File: src/rbc_pkg.sv
`timescale 1ns / 1ps
// ----------------------------------------------------------------------------
// rbc_pkg
// Shared types and constants of the recurrence byte checksum.
// ----------------------------------------------------------------------------
package rbc_pkg;

    localparam int BYTE_W = 8;
    localparam int TERM_W = 16;
    localparam int IDX_W  = 8;

    typedef logic [BYTE_W-1:0] t_byte;
    typedef logic [TERM_W-1:0] t_term;
    typedef logic [IDX_W-1:0]  t_idx;

    localparam t_term CK_MOD       = 16'd65535;
    localparam t_term CK_FIRST_ADD = 16'd7;
    localparam t_idx  CK_ALPHA_MUL = 8'd17;
    localparam t_idx  CK_BETA_MUL  = 8'd31;
    localparam t_term PREV_INIT    = 16'd1;
    localparam t_idx  IDX_FIRST    = 8'd1;

endpackage

File: src/recurrence_byte_checksum.sv
`timescale 1ns / 1ps
// ----------------------------------------------------------------------------
// recurrence_byte_checksum
// Byte-stream checksum built on a three-term recurrence modulo 65535.
// ----------------------------------------------------------------------------
// Takes one message byte per word on the slave side, tlast marking the final
// byte, and gives one 16-bit checksum word on the master side for each
// message. A byte is taken every cycle unless a held checksum is stalled: the
// recurrence term is computed combinationally from the state registers, and
// the result sits in an output register that keeps accepting while the master
// side is ready. A checksum appears in the cycle after its last byte is taken.
module recurrence_byte_checksum (
    input  logic           i_clk,
    input  logic           i_rst_n,
    input  logic           i_s_tvalid,
    output logic           o_s_tready,
    input  rbc_pkg::t_byte i_s_tdata,   // [7:0] data_byte
    input  logic           i_s_tlast,
    output logic           o_m_tvalid,
    input  logic           i_m_tready,
    output rbc_pkg::t_term o_m_tdata    // [15:0] checksum
);
    import rbc_pkg::*;

    t_term r_prev, n_prev;
    t_term r_cur,  n_cur;
    t_idx  r_idx,  n_idx;
    logic  r_first, n_first;
    logic  r_out_valid, n_out_valid;
    t_term r_out_data, n_out_data;

    t_term term;
    t_term step_cur;
    logic  accept;

    rbc_term u_term (
        .i_byte (i_s_tdata),
        .i_idx  (r_idx),
        .i_cur  (r_cur),
        .i_prev (r_prev),
        .o_term (term)
    );

    assign o_s_tready = !r_out_valid || i_m_tready;
    assign accept     = i_s_tvalid && o_s_tready;
    assign o_m_tvalid = r_out_valid;
    assign o_m_tdata  = r_out_data;

    assign step_cur = r_first ? (t_term'(i_s_tdata) + CK_FIRST_ADD) : term;

    always_comb begin
        n_prev      = r_prev;
        n_cur       = r_cur;
        n_idx       = r_idx;
        n_first     = r_first;
        n_out_valid = r_out_valid && !i_m_tready;
        n_out_data  = r_out_data;
        if (accept) begin
            if (i_s_tlast) begin
                n_prev      = PREV_INIT;
                n_cur       = '0;
                n_idx       = '0;
                n_first     = 1'b1;
                n_out_valid = 1'b1;
                n_out_data  = step_cur;
            end else begin
                n_prev  = r_first ? PREV_INIT : r_cur;
                n_cur   = step_cur;
                n_idx   = r_first ? IDX_FIRST : t_idx'(r_idx + 1'b1);
                n_first = 1'b0;
            end
        end
    end

    always_ff @(posedge i_clk) begin
        if (!i_rst_n) begin
            r_prev      <= PREV_INIT;
            r_cur       <= '0;
            r_idx       <= '0;
            r_first     <= 1'b1;
            r_out_valid <= 1'b0;
        end else begin
            r_prev      <= n_prev;
            r_cur       <= n_cur;
            r_idx       <= n_idx;
            r_first     <= n_first;
            r_out_valid <= n_out_valid;
        end
    end

    always_ff @(posedge i_clk) begin
        r_out_data <= n_out_data;
    end

endmodule

File: src/rbc_term.sv
`timescale 1ns / 1ps
// ----------------------------------------------------------------------------
// rbc_term
// Next recurrence term: two small products, difference with a bias of
// 256 * 65535 added, and an end-around fold modulo 65535.
// ----------------------------------------------------------------------------
module rbc_term (
    input  rbc_pkg::t_byte i_byte,
    input  rbc_pkg::t_idx  i_idx,
    input  rbc_pkg::t_term i_cur,
    input  rbc_pkg::t_term i_prev,
    output rbc_pkg::t_term o_term
);
    import rbc_pkg::*;

    localparam logic [25:0] BIAS  = 26'(32'(CK_MOD) * 32'd256);
    localparam logic [16:0] MOD17 = 17'(CK_MOD);

    t_idx        alpha;
    t_idx        beta;
    logic [8:0]  coef;
    logic [24:0] prod_a;
    logic [23:0] prod_b;
    logic        neg;
    logic [25:0] diff;
    logic [16:0] fold;

    assign alpha  = t_idx'(i_idx * CK_ALPHA_MUL);
    assign beta   = t_idx'(i_idx * CK_BETA_MUL);
    assign coef   = {1'b0, i_byte} + {1'b0, alpha};
    assign prod_a = 25'(coef) * 25'(i_cur);
    assign prod_b = 24'(beta) * 24'(i_prev);
    // a negative difference wraps by 2^64, which is one more modulo 65535
    assign neg    = prod_a < {1'b0, prod_b};
    assign diff   = 26'(prod_a) + 26'(neg) + BIAS - 26'(prod_b);
    assign fold   = 17'(diff[25:16]) + 17'(diff[15:0]);
    assign o_term = (fold >= MOD17) ? 16'(fold - MOD17) : fold[15:0];

endmodule

File: config.mk
export PLATFORM = sky130hd
export DESIGN_NAME = recurrence_byte_checksum
export DESIGN_NICKNAME = d
export VERILOG_FILES = /design/src/rbc_pkg.sv /design/src/recurrence_byte_checksum.sv /design/src/rbc_term.sv
export SDC_FILE = /design/constraint.sdc
export NUM_CORES = 1
export LEC_CHECK = 0
export BUFFER_PORTS_ARGS = -buffer_cell sky130_fd_sc_hd__clkbuf_2
export CORE_AREA = 2 2 221 223
export CTS_CLUSTER_DIAMETER = 40
export DETAILED_ROUTE_END_ITERATION = 16
export DIE_AREA = 0 0 223 225
export GPL_ROUTABILITY_DRIVEN = 0
export PLACE_DENSITY = 0.5
export SYNTH_ARGS = -nofsm -noshare
export SYNTH_HDL_FRONTEND = slang
export SYNTH_SLANG_ARGS = --single-unit
File: constraint.sdc
create_clock -name i_clk -period 17.89 [get_ports i_clk]
set_input_delay 0.8945 -clock i_clk [delete_from_list [all_inputs] [get_ports i_clk]]
set_output_delay 0.8945 -clock i_clk [all_outputs]
set_load 0.03 [all_outputs]
==> impl_metrics.csv <==
group,metric,value,unit
timing,maxSlewViolCount,0,
global_route,grt_usage,0.166,
global_route,overflow,0,
run_status,outcome,"complete, no violations",
layout,nFillCells,4973,
global_route,grt_pass1_wl,66000,um
run,cap_violations,0,
yosys,synth_cells,1734,
die,die_area,50200,um^2
yosys,synth.area.top_cells,"fa_1 (27%), ha_1 (16%), inv_1 (8.1%)",
timing,tns,0,ns
clocking,hold_buffers,0,
min_path,hold_class,"flip-flop to flip-flop",
die,ios,31,
critical_path,critPathSlowestCell,"dfxtp_1",
yosys,synthArstFlopShare,0,
timing,post-route-period-util,0.867,
global_route,grt_max_degree,40,
critical_path,cp_common_cell,"fa_1",
critical_path,cp-start-kind,"flip-flop",
timing,post-route-min-period,15.51,ns
clocking,root_buffer,"clkbuf_16",
critical_path,crit_path_end_kind,"flip-flop",
global_route,antenna_found_initial,1,
clocking,tritoncts,"done",
yosys,synth_top_area_share,0.275,
clocking,clk_pin_slew_worst_paths,0.06,ns
drt,drt_iter0_drc,661,
layout,antenna_cells,0,
layout,area_growth,8.05,%
critical_path,path_class,"flip-flop to flip-flop",
layout,multiInputGateArea,12000,um^2
drt,routedWlPerCell,17.1,um
layout,ff_latch_area,1320,um^2
clocking,cts_resized,0,
drt,dr.pass1.iters,5,
yosys,syn_avg_cell_area,8.45,um^2
clocking,clkLatencyLatePin,0.35,ns
clocking,post-cts-setup-buffers,0,
yosys,syn-cell-area,14600,um^2
timing,max-slew-margin-rel,0.298,
timing,max_freq,64.5,MHz
yosys,yosysSeqAreaShare,0.0902,
yosys,ys.flop_type,"dfxtp_1",
global_route,grt_pass1_vias,11900,
timing,fin_skew,0.00918,ns
layout,drive_above_1_share,0.0530,
clocking,clock_path_buffers,2,
timing,tightest_slew,1.05,ns
drt,vias_per_cell,4.92,
yosys,syn-num-nets,2136,
clocking,cts.sinks,58,
yosys,yosys_register_bits,58,
drt,vias,11600,
critical_path,path_max_fanout,24,
drt,drt_wl_total,40200,um
timing,rsz0062_at_grt,"false",
layout,layout.nets,2133,
drt,drc,0,
timing,final_hold_viol_count,0,
critical_path,cp_slowest_stage_delay,0.95,ns
yosys,synth_top_area_cell,"fa_1",
die,core_area,47500,um^2
place,port-buffer-count,30,
die,start_util,0.308,
timing,finalSetupViolCount,0,
yosys,synth_edf_count,16,
yosys,ys_types,74,
yosys,yosys_warnings,0,
critical_path,cp.required,17.97,ns
clocking,cts-htree-levels,3,
die,die_y,225,um
place,dpl.hpwl,33400,um
clocking,cts_buffers,9,
critical_path,arrival,15.58,ns
die,die_width,223,um
die,rows,80,
drt,ant_nets,0,
state kept, by name (all words and copies together), names as in the netlist:
register    count
r_cur          16
o_m_tdata      16
o_m_tvalid      1
r_first         1
r_prev         16
r_idx           8
cell type report:
class | instances | share of cell area
clock inverters | 5 | 0.00411
clock buffers | 11 | 0.0174
repair buffers | 39 | 0.0138
well taps | 615 | 0.0486
multi-input cells | 1306 | 0.757
flip-flops and latches | 58 | 0.0835
inverters | 317 | 0.0752
metrics by stage:
stage                      util  setup slack [ns]  cells  hold slack [ns]  cell area [um^2]
after CTS                 0.333              2.03   2351            0.559             15800
after global routing      0.333              1.21   2351            0.605             15800
final                     0.333              2.38   2351            0.557             15800
after global placement    0.326              2.37   2335            0.531             15500
after floorplan               -              4.54   1734            0.464             14600
after detailed placement  0.326              2.11   2335            0.550             15500
worst max-delay path, delay by kind of cell (launching register included):
family          cells  cell delay, ns
buf+inv             6            0.39
simple gates       10            2.17
compound gates     21            4.63
fa+ha+maj          14            5.90
flops               1            0.95
xor+xnor            4            1.18
Yosys cell counts, drive strengths merged (24+ instances only):
cell type / number
xnor2: 68
nand2: 181
and2: 136
nor2: 93
a21oi: 53
ha: 188
xor2: 34
nor3: 41
clkbuf: 52
inv: 317
nand3: 24
fa: 201
dfxtp: 42
layer usage:
| metal | vias to the layer above | share of wire | track usage |
|---|---|---|---|
| li1 | 5579 | - | - |
| met1 | 5765 | 0.50 | 0.240 |
| met5 | - | 0 | 0 |
| met4 | 0 | 0.0098 | 0.0258 |
| met2 | 206 | 0.45 | 0.270 |
| met3 | 25 | 0.041 | 0.0216 |
cell families after synthesis:
group	count (synthesis)	share of synthesized area
flops	58	0.0902
mux	3	0.00214
fa+ha+maj	389	0.435
compound gates	230	0.114
xor+xnor	102	0.0625
buf+inv	370	0.0953
simple gates	582	0.200
final timing paths:
| path | start | endpoint | slack, ns | depth (start not counted) |
|---|---|---|---|---|
| worst min register to register | o_m_tvalid | o_m_tvalid | 0.56 | 2 |
| worst max-delay path | r_idx[0] | o_m_tdata[2] | 2.38 | 55 |
| worst max register to register | r_idx[0] | o_m_tdata[2] | 2.38 | 55 |
| worst min-delay path | o_m_tvalid | o_m_tvalid | 0.56 | 2 |
placed cells by master (no fill, tap or decap), types with 31 or more instances in the layout:
cell type	instances
inv_1	317
dfxtp_1	42
xnor2_1	61
and2_1	136
a21oi_1	51
fa_1	201
ha_1	188
xor2_1	31
nor3_1	39
nand2_1	181
nor2_1	93
Power is not shown: default switching activity piles up to over one toggle a cycle in this logic, so the estimate is an artifact.
